===== src/rtl/core/stt_pkg.sv =====
`default_nettype none

package stt_pkg;

    localparam logic [4:0] KIND_IDENT  = 5'd16;
    localparam logic [4:0] KIND_NUMBER = 5'd17;
    localparam logic [4:0] KIND_ASSIGN = 5'd18;
    localparam logic [4:0] KIND_PLUS   = 5'd19;
    localparam logic [4:0] KIND_MINUS  = 5'd20;
    localparam logic [4:0] KIND_TIMES  = 5'd21;
    localparam logic [4:0] KIND_DIVIDE = 5'd22;
    localparam logic [4:0] KIND_MOD    = 5'd23;
    localparam logic [4:0] KIND_NOT    = 5'd24;
    localparam logic [4:0] KIND_SEMI   = 5'd25;
    localparam logic [4:0] KIND_COMMA  = 5'd26;
    localparam logic [4:0] KIND_LPAREN = 5'd27;
    localparam logic [4:0] KIND_RPAREN = 5'd28;
    localparam logic [4:0] KIND_OTHER  = 5'd30;
    localparam logic [4:0] KIND_NONE   = 5'd0;

    localparam logic [2:0] ERR_NONE      = 3'd0;
    localparam logic [2:0] ERR_BAD_IDENT = 3'd1;
    localparam logic [2:0] ERR_RANGE     = 3'd2;
    localparam logic [2:0] ERR_WORD      = 3'd3;
    localparam logic [2:0] ERR_CHAR      = 3'd4;
    localparam logic [2:0] ERR_EOF       = 3'd5;

    localparam logic [14:0] NUM_LIMIT = 15'd32767;
    localparam logic [5:0]  LEN_LIMIT = 6'd63;
    localparam int          KW_COUNT  = 16;
    localparam int          KW_MAX    = 12;

    typedef enum logic [2:0] {
        MODE_IDLE,
        MODE_IDENT,
        MODE_WORD,
        MODE_NUMBER,
        MODE_COMMENT,
        MODE_SLASH,
        MODE_COLON
    } scan_mode_t;

    typedef struct packed {
        logic [4:0]  kind;
        logic [15:0] line;
        logic [15:0] column;
        logic [14:0] number_value;
        logic [31:0] text;
        logic [5:0]  length;
        logic [2:0]  err;
        logic        last;
    } tok_t;

    typedef struct packed {
        tok_t       tok0;
        tok_t       tok1;
        logic [1:0] count;
    } step_out_t;

    typedef struct packed {
        logic       step_ready;
        logic [1:0] count;
    } queue_status_t;

    localparam logic [7:0] KW_LEN [KW_COUNT] = '{
        8'd12, 8'd8, 8'd9, 8'd7, 8'd2, 8'd4, 8'd5, 8'd3,
        8'd3, 8'd5, 8'd2, 8'd5, 8'd4, 8'd2, 8'd3, 8'd2
    };

    localparam logic [8*KW_MAX-1:0] KW_TEXT [KW_COUNT] = '{
        "startprogram", "variable", "startblok", "endblok", "if", "else", "while",
        "get", "put", "int_2", "eq", "noteq", "less", "gr", "and", "or"
    };

    function automatic logic [7:0] kw_char(input int k, input int i);
        logic [7:0] ch;
        ch = 8'd0;
        if (i < int'(KW_LEN[k]))
        begin
            ch = KW_TEXT[k][8*(int'(KW_LEN[k]) - 1 - i) +: 8];
        end
        return ch;
    endfunction

    function automatic logic is_upper(input logic [7:0] c);
        return (c >= 8'h41) && (c <= 8'h5A);
    endfunction

    function automatic logic is_lower(input logic [7:0] c);
        return (c >= 8'h61) && (c <= 8'h7A);
    endfunction

    function automatic logic is_digit(input logic [7:0] c);
        return (c >= 8'h30) && (c <= 8'h39);
    endfunction

    function automatic logic is_space(input logic [7:0] c);
        return (c == 8'h20) || ((c >= 8'd9) && (c <= 8'd13));
    endfunction

    function automatic logic [4:0] op_kind(input logic [7:0] c);
        logic [4:0] k;
        unique case (c)
            8'h2B:   k = KIND_PLUS;
            8'h2D:   k = KIND_MINUS;
            8'h2A:   k = KIND_TIMES;
            8'h25:   k = KIND_MOD;
            8'h21:   k = KIND_NOT;
            8'h3B:   k = KIND_SEMI;
            8'h2C:   k = KIND_COMMA;
            8'h28:   k = KIND_LPAREN;
            8'h29:   k = KIND_RPAREN;
            default: k = KIND_NONE;
        endcase
        return k;
    endfunction

    function automatic tok_t make_tok(
        input logic [4:0]  kind,
        input logic [15:0] line,
        input logic [15:0] column,
        input logic [14:0] number_value,
        input logic [31:0] text,
        input logic [5:0]  length,
        input logic [2:0]  err
    );
        tok_t t;
        t.kind         = kind;
        t.line         = line;
        t.column       = column;
        t.number_value = number_value;
        t.text         = text;
        t.length       = length;
        t.err          = err;
        t.last         = 1'b1;
        return t;
    endfunction

endpackage

`default_nettype wire


===== src/rtl/core/stt_if.sv =====
`default_nettype none

interface stt_char_if;
    logic       valid;
    logic       ready;
    logic [7:0] char_byte;
    logic       end_of_input;

    modport source (output valid, output char_byte, output end_of_input, input ready);
    modport sink (input valid, input char_byte, input end_of_input, output ready);
endinterface

interface stt_token_if;
    logic        valid;
    logic        ready;
    logic [4:0]  token_kind;
    logic [15:0] token_line;
    logic [15:0] token_column;
    logic [14:0] number_value;
    logic [31:0] token_text;
    logic [5:0]  text_length;
    logic [2:0]  error_code;
    logic        last_of_run;

    modport source (
        output valid, output token_kind, output token_line, output token_column,
        output number_value, output token_text, output text_length, output error_code,
        output last_of_run, input ready
    );
    modport sink (
        input valid, input token_kind, input token_line, input token_column,
        input number_value, input token_text, input text_length, input error_code,
        input last_of_run, output ready
    );
endinterface

`default_nettype wire


===== src/rtl/core/stt_scanner.sv =====
`default_nettype none

module stt_scanner #(
    parameter int MAX_KEYWORD_LEN = 12,
    parameter int POSITION_BITS   = 16
) (
    input  wire logic              clk,
    input  wire logic              rst_n,
    input  wire logic              step,
    input  wire logic [7:0]        char_byte,
    input  wire logic              end_of_input,
    output stt_pkg::step_out_t     result
);

    localparam int IDX_W = $clog2(MAX_KEYWORD_LEN);

    stt_pkg::scan_mode_t      mode_reg, mode_next;
    logic [POSITION_BITS-1:0] line_reg, line_next;
    logic [POSITION_BITS-1:0] col_reg, col_next;
    logic [POSITION_BITS-1:0] start_reg, start_next;
    logic [7:0]               buf_reg [MAX_KEYWORD_LEN];
    logic [5:0]               wlen_reg, wlen_next;
    logic [14:0]              acc_reg, acc_next;
    logic                     big_reg, big_next;

    logic        eof;
    logic        store_en;
    logic [5:0]  store_base;
    logic        move;
    logic        done;
    logic        ph1_v, ph2_v;
    stt_pkg::tok_t ph1_tok, ph2_tok;
    logic [15:0] line16, col16, start16;
    logic [31:0] word_text, ident_text;
    logic [5:0]  letters;
    logic        kw_hit;
    logic [4:0]  kw_idx;
    logic [18:0] acc_prod;
    logic        word_ch;
    logic [4:0]  op;

    assign eof     = end_of_input || (char_byte == 8'd0);
    assign line16  = 16'(line_reg);
    assign col16   = 16'(col_reg);
    assign start16 = 16'(start_reg);
    assign letters = (wlen_reg != 6'd0) ? wlen_reg - 6'd1 : 6'd0;
    assign acc_prod = 19'(acc_reg) * 19'd10 + 19'(char_byte[3:0]);
    assign word_ch = stt_pkg::is_upper(char_byte) || stt_pkg::is_lower(char_byte)
                     || stt_pkg::is_digit(char_byte) || (char_byte == 8'h5F);
    assign op = stt_pkg::op_kind(char_byte);

    always_comb
    begin
        word_text  = '0;
        ident_text = '0;
        for (int i = 0; i < 4; i++)
        begin
            if (6'(i) < wlen_reg)
            begin
                word_text[8*i +: 8] = buf_reg[i];
            end
            if (6'(i) < letters)
            begin
                ident_text[8*i +: 8] = buf_reg[i+1];
            end
        end
    end

    always_comb
    begin
        logic match;
        kw_hit = 1'b0;
        kw_idx = '0;
        for (int k = stt_pkg::KW_COUNT - 1; k >= 0; k--)
        begin
            match = (wlen_reg == 6'(stt_pkg::KW_LEN[k]))
                    && (int'(stt_pkg::KW_LEN[k]) <= MAX_KEYWORD_LEN);
            for (int i = 0; i < MAX_KEYWORD_LEN; i++)
            begin
                if ((i < int'(stt_pkg::KW_LEN[k])) && (buf_reg[i] != stt_pkg::kw_char(k, i)))
                begin
                    match = 1'b0;
                end
            end
            if (match)
            begin
                kw_hit = 1'b1;
                kw_idx = 5'(k);
            end
        end
    end

    always_comb
    begin
        mode_next  = mode_reg;
        line_next  = line_reg;
        col_next   = col_reg;
        start_next = start_reg;
        wlen_next  = wlen_reg;
        acc_next   = acc_reg;
        big_next   = big_reg;
        store_en   = 1'b0;
        store_base = wlen_reg;
        move       = 1'b0;
        done       = 1'b0;
        ph1_v      = 1'b0;
        ph2_v      = 1'b0;
        ph1_tok    = '0;
        ph2_tok    = '0;

        unique case (mode_reg)
            stt_pkg::MODE_IDENT:
            begin
                if (!eof && stt_pkg::is_upper(char_byte))
                begin
                    store_en = 1'b1;
                    move     = 1'b1;
                    done     = 1'b1;
                end
                else
                begin
                    ph1_v = 1'b1;
                    if ((letters >= 6'd1) && (letters <= 6'd4))
                    begin
                        ph1_tok = stt_pkg::make_tok(stt_pkg::KIND_IDENT, line16, start16, '0,
                                                    ident_text, wlen_reg, stt_pkg::ERR_NONE);
                    end
                    else
                    begin
                        ph1_tok = stt_pkg::make_tok(stt_pkg::KIND_OTHER, line16, start16, '0,
                                                    ident_text, wlen_reg,
                                                    stt_pkg::ERR_BAD_IDENT);
                    end
                end
            end
            stt_pkg::MODE_WORD:
            begin
                if (!eof && word_ch)
                begin
                    store_en = 1'b1;
                    move     = 1'b1;
                    done     = 1'b1;
                end
                else
                begin
                    ph1_v = 1'b1;
                    if (kw_hit)
                    begin
                        ph1_tok = stt_pkg::make_tok(kw_idx, line16, start16, '0, word_text,
                                                    wlen_reg, stt_pkg::ERR_NONE);
                    end
                    else
                    begin
                        ph1_tok = stt_pkg::make_tok(stt_pkg::KIND_OTHER, line16, start16, '0,
                                                    word_text, wlen_reg, stt_pkg::ERR_WORD);
                    end
                end
            end
            stt_pkg::MODE_NUMBER:
            begin
                if (!eof && stt_pkg::is_digit(char_byte))
                begin
                    if (acc_prod > 19'(stt_pkg::NUM_LIMIT))
                    begin
                        acc_next = stt_pkg::NUM_LIMIT;
                        big_next = 1'b1;
                    end
                    else
                    begin
                        acc_next = acc_prod[14:0];
                    end
                    if (wlen_reg < stt_pkg::LEN_LIMIT)
                    begin
                        wlen_next = wlen_reg + 6'd1;
                    end
                    move = 1'b1;
                    done = 1'b1;
                end
                else
                begin
                    ph1_v   = 1'b1;
                    ph1_tok = stt_pkg::make_tok(stt_pkg::KIND_NUMBER, line16, start16, acc_reg,
                                                '0, wlen_reg,
                                                big_reg ? stt_pkg::ERR_RANGE : stt_pkg::ERR_NONE);
                end
            end
            stt_pkg::MODE_COMMENT:
            begin
                if (!eof && (char_byte != 8'h0A))
                begin
                    move = 1'b1;
                    done = 1'b1;
                end
            end
            stt_pkg::MODE_SLASH:
            begin
                if (!eof && (char_byte == 8'h2A))
                begin
                    mode_next = stt_pkg::MODE_COMMENT;
                    move      = 1'b1;
                    done      = 1'b1;
                end
                else
                begin
                    ph1_v   = 1'b1;
                    ph1_tok = stt_pkg::make_tok(stt_pkg::KIND_DIVIDE, line16, start16, '0,
                                                32'h2F, 6'd1, stt_pkg::ERR_NONE);
                end
            end
            stt_pkg::MODE_COLON:
            begin
                ph1_v = 1'b1;
                if (!eof && (char_byte == 8'h3A))
                begin
                    ph1_tok   = stt_pkg::make_tok(stt_pkg::KIND_ASSIGN, line16, start16, '0,
                                                  32'h3A3A, 6'd2, stt_pkg::ERR_NONE);
                    mode_next = stt_pkg::MODE_IDLE;
                    move      = 1'b1;
                    done      = 1'b1;
                end
                else
                begin
                    ph1_tok = stt_pkg::make_tok(stt_pkg::KIND_OTHER, line16, start16, '0,
                                                32'h3A, 6'd1, stt_pkg::ERR_CHAR);
                end
            end
            default:
            begin
            end
        endcase

        if (!done)
        begin
            mode_next = stt_pkg::MODE_IDLE;
            if (eof)
            begin
                ph2_v   = 1'b1;
                ph2_tok = stt_pkg::make_tok(stt_pkg::KIND_OTHER, line16, col16, '0, '0, '0,
                                            stt_pkg::ERR_EOF);
            end
            else if (stt_pkg::is_space(char_byte))
            begin
                move = 1'b1;
            end
            else if ((char_byte == 8'h5F) || stt_pkg::is_upper(char_byte)
                     || stt_pkg::is_lower(char_byte))
            begin
                start_next = col_reg;
                store_en   = 1'b1;
                store_base = 6'd0;
                mode_next  = (char_byte == 8'h5F) ? stt_pkg::MODE_IDENT : stt_pkg::MODE_WORD;
                move       = 1'b1;
            end
            else if (stt_pkg::is_digit(char_byte))
            begin
                start_next = col_reg;
                acc_next   = 15'(char_byte[3:0]);
                big_next   = 1'b0;
                wlen_next  = 6'd1;
                mode_next  = stt_pkg::MODE_NUMBER;
                move       = 1'b1;
            end
            else if ((char_byte == 8'h2F) || (char_byte == 8'h3A))
            begin
                start_next = col_reg;
                mode_next  = (char_byte == 8'h2F) ? stt_pkg::MODE_SLASH : stt_pkg::MODE_COLON;
                move       = 1'b1;
            end
            else
            begin
                ph2_v = 1'b1;
                if (op != stt_pkg::KIND_NONE)
                begin
                    ph2_tok = stt_pkg::make_tok(op, line16, col16, '0, 32'(char_byte), 6'd1,
                                                stt_pkg::ERR_NONE);
                end
                else
                begin
                    ph2_tok = stt_pkg::make_tok(stt_pkg::KIND_OTHER, line16, col16, '0,
                                                32'(char_byte), 6'd1, stt_pkg::ERR_CHAR);
                end
                move = 1'b1;
            end
        end

        if (store_en)
        begin
            wlen_next = (store_base < stt_pkg::LEN_LIMIT) ? store_base + 6'd1 : store_base;
        end

        if (move)
        begin
            if (char_byte == 8'h0A)
            begin
                if (line_reg != '1)
                begin
                    line_next = line_reg + 1'b1;
                end
                col_next = POSITION_BITS'(1);
            end
            else if (col_reg != '1)
            begin
                col_next = col_reg + 1'b1;
            end
        end

        if (!done && eof)
        begin
            line_next  = POSITION_BITS'(1);
            col_next   = POSITION_BITS'(1);
            start_next = POSITION_BITS'(1);
        end
    end

    always_comb
    begin
        result.tok0  = ph1_v ? ph1_tok : ph2_tok;
        result.tok1  = ph2_tok;
        result.count = 2'(ph1_v) + 2'(ph2_v);
        result.tok0.last = !(ph1_v && ph2_v);
    end

    always_ff @(posedge clk or negedge rst_n)
    begin
        if (!rst_n)
        begin
            mode_reg  <= stt_pkg::MODE_IDLE;
            line_reg  <= POSITION_BITS'(1);
            col_reg   <= POSITION_BITS'(1);
            start_reg <= POSITION_BITS'(1);
            wlen_reg  <= '0;
            acc_reg   <= '0;
            big_reg   <= 1'b0;
        end
        else if (step)
        begin
            mode_reg  <= mode_next;
            line_reg  <= line_next;
            col_reg   <= col_next;
            start_reg <= start_next;
            wlen_reg  <= wlen_next;
            acc_reg   <= acc_next;
            big_reg   <= big_next;
        end
    end

    always_ff @(posedge clk)
    begin
        if (step && store_en && (32'(store_base) < MAX_KEYWORD_LEN))
        begin
            buf_reg[store_base[IDX_W-1:0]] <= char_byte;
        end
    end

endmodule

`default_nettype wire


===== src/rtl/core/stt_out_queue.sv =====
`default_nettype none

module stt_out_queue (
    input  wire logic                 clk,
    input  wire logic                 rst_n,
    input  wire logic                 push,
    input  wire stt_pkg::step_out_t   step_result,
    input  wire logic                 pop_ready,
    output stt_pkg::tok_t             head,
    output logic                      head_valid,
    output stt_pkg::queue_status_t    status
);

    stt_pkg::tok_t q_reg [2];
    logic [1:0]    count_reg, count_next;
    logic          pop;

    assign head_valid        = (count_reg != 2'd0);
    assign head              = q_reg[0];
    assign pop               = head_valid && pop_ready;
    assign status.step_ready = (count_reg == 2'd0) || ((count_reg == 2'd1) && pop_ready);
    assign status.count      = count_reg;

    // A push only happens when the queue is empty or drains empty in the same cycle.
    always_comb
    begin
        count_next = count_reg;
        if (push)
        begin
            count_next = step_result.count;
        end
        else if (pop)
        begin
            count_next = count_reg - 2'd1;
        end
    end

    always_ff @(posedge clk or negedge rst_n)
    begin
        if (!rst_n)
        begin
            count_reg <= '0;
        end
        else
        begin
            count_reg <= count_next;
        end
    end

    always_ff @(posedge clk)
    begin
        if (push)
        begin
            q_reg[0] <= step_result.tok0;
            q_reg[1] <= step_result.tok1;
        end
        else if (pop)
        begin
            q_reg[0] <= q_reg[1];
        end
    end

endmodule

`default_nettype wire


===== src/rtl/core/source_text_tokenizer.sv =====
// Latency: a token appears on token_out the cycle after the byte that completes it.
// Throughput: one byte per cycle while token_out is ready; a byte that yields two tokens holds
// off char_in until the two-entry result queue is down to one entry that is being taken.
// Reset (rst_n, asynchronous, active low): scanning idle at line 1, column 1, queue empty.
`default_nettype none

module source_text_tokenizer #(
    parameter int MAX_KEYWORD_LEN = 12,
    parameter int POSITION_BITS   = 16
) (
    input wire logic      clk,
    input wire logic      rst_n,
    stt_char_if.sink      char_in,
    stt_token_if.source   token_out
);

    stt_pkg::step_out_t     step_result;
    stt_pkg::queue_status_t q_status;
    stt_pkg::tok_t          head;
    logic                   head_valid;
    logic                   step;

    assign char_in.ready = q_status.step_ready;
    assign step          = char_in.valid && q_status.step_ready;

    stt_scanner #(
        .MAX_KEYWORD_LEN (MAX_KEYWORD_LEN),
        .POSITION_BITS   (POSITION_BITS)
    ) u_scanner (
        .clk          (clk),
        .rst_n        (rst_n),
        .step         (step),
        .char_byte    (char_in.char_byte),
        .end_of_input (char_in.end_of_input),
        .result       (step_result)
    );

    stt_out_queue u_queue (
        .clk         (clk),
        .rst_n       (rst_n),
        .push        (step),
        .step_result (step_result),
        .pop_ready   (token_out.ready),
        .head        (head),
        .head_valid  (head_valid),
        .status      (q_status)
    );

    assign token_out.valid        = head_valid;
    assign token_out.token_kind   = head.kind;
    assign token_out.token_line   = head.line;
    assign token_out.token_column = head.column;
    assign token_out.number_value = head.number_value;
    assign token_out.token_text   = head.text;
    assign token_out.text_length  = head.length;
    assign token_out.error_code   = head.err;
    assign token_out.last_of_run  = head.last;

    a_two_tokens_stall: assert property (@(posedge clk) disable iff (!rst_n)
        (step && (step_result.count == 2'd2)) |=> !char_in.ready)
        else $error("two-token step did not hold off the next byte");

    a_second_token_follows: assert property (@(posedge clk) disable iff (!rst_n)
        (token_out.valid && token_out.ready && !token_out.last_of_run) |=> token_out.valid)
        else $error("second token of a step was lost");

    a_eof_shape: assert property (@(posedge clk) disable iff (!rst_n)
        (token_out.valid && (token_out.error_code == stt_pkg::ERR_EOF))
        |-> ((token_out.text_length == 6'd0) && token_out.last_of_run))
        else $error("end-of-file token malformed");

    a_number_only: assert property (@(posedge clk) disable iff (!rst_n)
        (token_out.valid && (token_out.number_value != 15'd0))
        |-> (token_out.token_kind == stt_pkg::KIND_NUMBER))
        else $error("number value on a non-number token");

endmodule

`default_nettype wire


===== src/flat_wrapper.sv =====
// flat-port wrapper written by rule: the top's interface ports become plain ports
module source_text_tokenizer_flat 
#(
    parameter int MAX_KEYWORD_LEN = 12,
    parameter int POSITION_BITS   = 16
)
  (clk, rst_n, char_in_valid, char_in_char_byte, char_in_end_of_input, char_in_ready, token_out_valid, token_out_token_kind, token_out_token_line, token_out_token_column, token_out_number_value, token_out_token_text, token_out_text_length, token_out_error_code, token_out_last_of_run, token_out_ready);
  stt_char_if char_in_i ();
  stt_token_if token_out_i ();
  input wire logic clk;
  input wire logic rst_n;
  input wire logic [$bits(char_in_i.valid)-1:0] char_in_valid;
  input wire logic [$bits(char_in_i.char_byte)-1:0] char_in_char_byte;
  input wire logic [$bits(char_in_i.end_of_input)-1:0] char_in_end_of_input;
  output wire logic [$bits(char_in_i.ready)-1:0] char_in_ready;
  output wire logic [$bits(token_out_i.valid)-1:0] token_out_valid;
  output wire logic [$bits(token_out_i.token_kind)-1:0] token_out_token_kind;
  output wire logic [$bits(token_out_i.token_line)-1:0] token_out_token_line;
  output wire logic [$bits(token_out_i.token_column)-1:0] token_out_token_column;
  output wire logic [$bits(token_out_i.number_value)-1:0] token_out_number_value;
  output wire logic [$bits(token_out_i.token_text)-1:0] token_out_token_text;
  output wire logic [$bits(token_out_i.text_length)-1:0] token_out_text_length;
  output wire logic [$bits(token_out_i.error_code)-1:0] token_out_error_code;
  output wire logic [$bits(token_out_i.last_of_run)-1:0] token_out_last_of_run;
  input wire logic [$bits(token_out_i.ready)-1:0] token_out_ready;
  assign char_in_i.valid = char_in_valid;
  assign char_in_i.char_byte = char_in_char_byte;
  assign char_in_i.end_of_input = char_in_end_of_input;
  assign char_in_ready = char_in_i.ready;
  assign token_out_valid = token_out_i.valid;
  assign token_out_token_kind = token_out_i.token_kind;
  assign token_out_token_line = token_out_i.token_line;
  assign token_out_token_column = token_out_i.token_column;
  assign token_out_number_value = token_out_i.number_value;
  assign token_out_token_text = token_out_i.token_text;
  assign token_out_text_length = token_out_i.text_length;
  assign token_out_error_code = token_out_i.error_code;
  assign token_out_last_of_run = token_out_i.last_of_run;
  assign token_out_i.ready = token_out_ready;
  source_text_tokenizer #(.MAX_KEYWORD_LEN(MAX_KEYWORD_LEN), .POSITION_BITS(POSITION_BITS)) u_core (.clk(clk), .rst_n(rst_n), .char_in(char_in_i), .token_out(token_out_i));
endmodule

===== config.mk =====
export PLATFORM = sky130hd
export DESIGN_NAME = source_text_tokenizer_flat
export DESIGN_NICKNAME = d
export VERILOG_FILES = /design/src/rtl/core/stt_pkg.sv /design/src/rtl/core/stt_if.sv /design/src/rtl/core/stt_scanner.sv /design/src/rtl/core/stt_out_queue.sv /design/src/rtl/core/source_text_tokenizer.sv /design/src/flat_wrapper.sv
export SDC_FILE = /design/constraint.sdc
export NUM_CORES = 1
export LEC_CHECK = 0
export BUFFER_PORTS_ARGS = -buffer_cell sky130_fd_sc_hd__buf_4
export CORE_ASPECT_RATIO = 2
export CORE_MARGIN = 10
export CORE_UTILIZATION = 45
export CTS_BUF_LIST = sky130_fd_sc_hd__clkbuf_4
export DETAILED_ROUTE_END_ITERATION = 8
export HOLD_SLACK_MARGIN = 0.15
export PLACE_DENSITY = 0.68
export RECOVER_POWER = 100
export SLEW_MARGIN = 25
export SYNTH_ARGS = -nofsm -noshare
export SYNTH_HDL_FRONTEND = slang
export SYNTH_SLANG_ARGS = --single-unit

===== constraint.sdc =====
create_clock -name clk -period 6.55 [get_ports clk]
set_clock_uncertainty 0.15 [all_clocks]
set_input_delay 0.3275 -clock clk [delete_from_list [all_inputs] [get_ports clk]]
set_output_delay 0.3275 -clock clk [all_outputs]
set_load 0.02 [all_outputs]

==> run metrics <==
Switch Pwr ~2.3 mW; HPWL Detailed between 30000 and 40000 microns; CP endpoint u_core.u_scanner.wlen_reg[3]$_DFFE_PN0P_; achievable frequency between 150 and 200 MHz; violated checks capacitance limit, slew limit; register area share after synthesis ~56%; IO Pins ~110; Min-Delay Path Class reg2reg; RSZ-0062 raised after global routing no; Reg2Reg Capture Point u_core.u_queue.q_reg[0][17]$_DFFE_PP_; PwrDens between 300 and 400 nW/um^2; Synth top area share approximately 45%; via count of the routed design between 10000 and 15000; cts repair resizes 0; worst r2r src u_core.u_queue.count_reg[0]$_DFFE_PN0P_; share of layout cells above drive strength 1 a little over 10%; antenna violations before repair 2; Root Buffer clkbuf_4; minimum clock period 5.26 ns; Post-synth EDFFs ~240; uppermost layer routed met4; Bufs and invs on worst path 6; H-tree levels 3; Logic pwr share about 28%; Async S/R FF share, synth 23.9%; max-cap violations 8; # setup viols final 0; post-synth top area cell edfxtp_1; Pre-Repair DR Iteration Count 8; largest net degree at the start of global routing 67; flops & latches, synth between 300 and 400; GPL Wtd Cong about 0.95; Num CTS Buffers 72; Startpoint Class primary input; clk sinks between 300 and 400; main area contributors after synthesis edfxtp_1 45%, dfrtp_1 11%, nor2_1 3.6%; R2R depth 13; CP cell instances dlygate4sd3_1 -> clkbuf_1 -> nor2_1 -> a31oi_4 -> buf_4 -> inv_1 -> nor4_1 -> o21ai_1 -> nand2_1 -> inv_1 -> ha_1 -> and3_1 -> nand3_1 -> nor2_1 -> nor2_1 -> o2bb2ai_1 -> dlygate4sd3_1; area of the core 35600 sq um; Iter 0 DRT Violations approximately 880; crit-path max cell delay 1.08 ns; first-pass GRT wire length roughly 77000 microns; Synth Cell Area ~16000 sq um; CP startpoint char_in_char_byte[0]; CTS tree built; CP Class in2reg; met2 WL 27400 microns; Mapped Nets between 1500 and 2000; critical path depth in cells 17; Crit path max-delay family buffers and inverters; routed len/inst 23.8 microns; status complete, but fails checks; Final Worst Setup Slack between 1 and 1.5 ns; Switching Fraction a little under two fifths; synthesized area per cell about 11 sq um; Clock Path Buffers 3; Slowest-stage cell, CP clkbuf_1; Slew HR -60.8%; die area roughly 44000 sq um; CP endpoint kind flop; final worst path period share 80.3%; Clock Power Share 26.6%; min-delay src u_core.u_scanner.start16[0]$_DFFE_PN1P_; dpl ws roughly 2.2 ns; Die Width approximately 150 microns; max FFs per register ~140; vias in the first global route approximately 13000; warning count from the yosys run 0; most common cell after layout, fill and taps aside edfxtp_1; CP required 7.05 ns; Die Y approximately 290 microns; met3 routed WL between 2000 and 3000 microns; setup TNS 0 ns; peak supply drop between 0.2 and 0.25 mV; Port Buffers 108; sequential power share 45.1%; met1 WL ~16000 microns; crit-path max FO 34; CP arrival about 5.8 ns; drt via density ~6; Int Power 4.04 mW; Detailed Route WL 50400 microns; Hold Path Depth 2; Final Max Tran Viols a little under 300; most frequent cells in the layout 239 x edfxtp_1, 153 x nor2_1, 145 x nand2_1, 112 x clkbuf_4, 109 x clkbuf_1; # DRC 0; initial core utilization a little under half; Leak 6.58 nW; Hold Vio Cnt, Final 0; Synth cell types about 100; gr usage total about 22%; total gr overflow 0; area delta synth->final 11.8%; Layout Nets 1668; Worst-path clk slew ~0.070 ns; worst skew pair latency about 0.8 ns; Synth Flop Type edfxtp_1; Rows roughly 100; Cells after Synth roughly 1500; most used cell along the critical path nor2_1; antenna-violating nets left 0; Worst R2R Setup Slack about 1.4 ns; Slew @ Worst Pin 2.41 ns
-- power by group through the flow --
stage	sequential, mW	combinational (mW)	clock, mW
floorplan	3.15	0.966	0
global placement	2.90	2.00	0
detailed placement	2.90	2.03	0
CTS	2.87	2.05	1.74
global route	2.92	1.98	1.84
finish	2.88	1.81	1.69
-- worst min-delay path by stage --
stage                                               end  slack [ns]
2_1_floorplan   u_core.u_queue.count_reg[0]$_DFFE_PN0P_       -0.12
3_3_place_gp    u_core.u_scanner.start16[9]$_DFFE_PN0P_        0.31
3_5_place_dp   u_core.u_scanner.start16[13]$_DFFE_PN0P_        0.32
4_1_cts         u_core.u_scanner.start16[0]$_DFFE_PN1P_        0.33
5_1_grt        u_core.u_scanner.start16[15]$_DFFE_PN0P_        0.37
6_report        u_core.u_scanner.start16[0]$_DFFE_PN1P_        0.33
-- synthesized netlist by cell type, drive strengths merged, types with 18 or more instances --
cell type,n
edfxtp,239
nor2,156
nand2,146
a21oi,98
dfrtp,72
o21ai,63
nand3,51
and2,45
ha,44
clkbuf,41
and3,38
inv,31
a22oi,29
nor4,26
a31oi,24
buf,24
nor3,24
nand4,20
a22o,18
o31ai,18
-- final cells by class --
| cell class | count | area [sq um] |
|---|---|---|
| fillers | 3344 | 17500 |
| flip-flops and latches | 314 | 9060 |
| multi-input cells | 1054 | 6640 |
| clock buffers | 112 | 841 |
| repair buffers | 136 | 647 |
| well taps | 450 | 563 |
| clock inverters | 18 | 158 |
| inverters | 31 | 116 |
| diodes | 2 | 5.00 |
-- through the flow --
stage | instances | utilization [%] | total power [mW] | cell area, sq um | hold slack, ns
finish | 2117 | 50.7 | 6.38 | 18000 | 0.333
global route | 2117 | 50.7 | 6.73 | 18000 | 0.371
CTS | 2115 | 51.9 | 6.66 | 18500 | 0.335
detailed placement | 1969 | 48.7 | 4.93 | 17300 | 0.318
global placement | 1969 | 48.7 | 4.90 | 17300 | 0.314
floorplan | 1464 | - | 4.11 | 16100 | -0.118
-- worst min-delay path, cell delays in order, from the launching register on --
cell	delay [ns]
dfstp_2	0.37
nand2_1	0.04
o21ai_0	0.07
-- layer usage --
layer / track usage (%) / vias up
met5: 0 / -
met3: 4.24 / 199
met4: 15.9 / 0
li1: - / 5873
met2: 42.1 / 536
met1: 20.7 / 6279
-- logic make-up after synthesis --
logic type | share of synthesized area, %
xor gates and xnor gates | 1.85
adders and majority gates | 3.66
and+or+nand+nor | 21.0
AOI/OAI and AO/OA | 14.3
DFF | 56.2
muxes | 0.411
buffers and inverters | 2.62
-- repair_timing --
item,4_1_cts,5_1_grt
buffers inserted,0,0
endpoints found under the setup margin,0,0
hold endpoints to repair,246,0
hold buffers,16,0
Power figures use the tool's default switching activity.
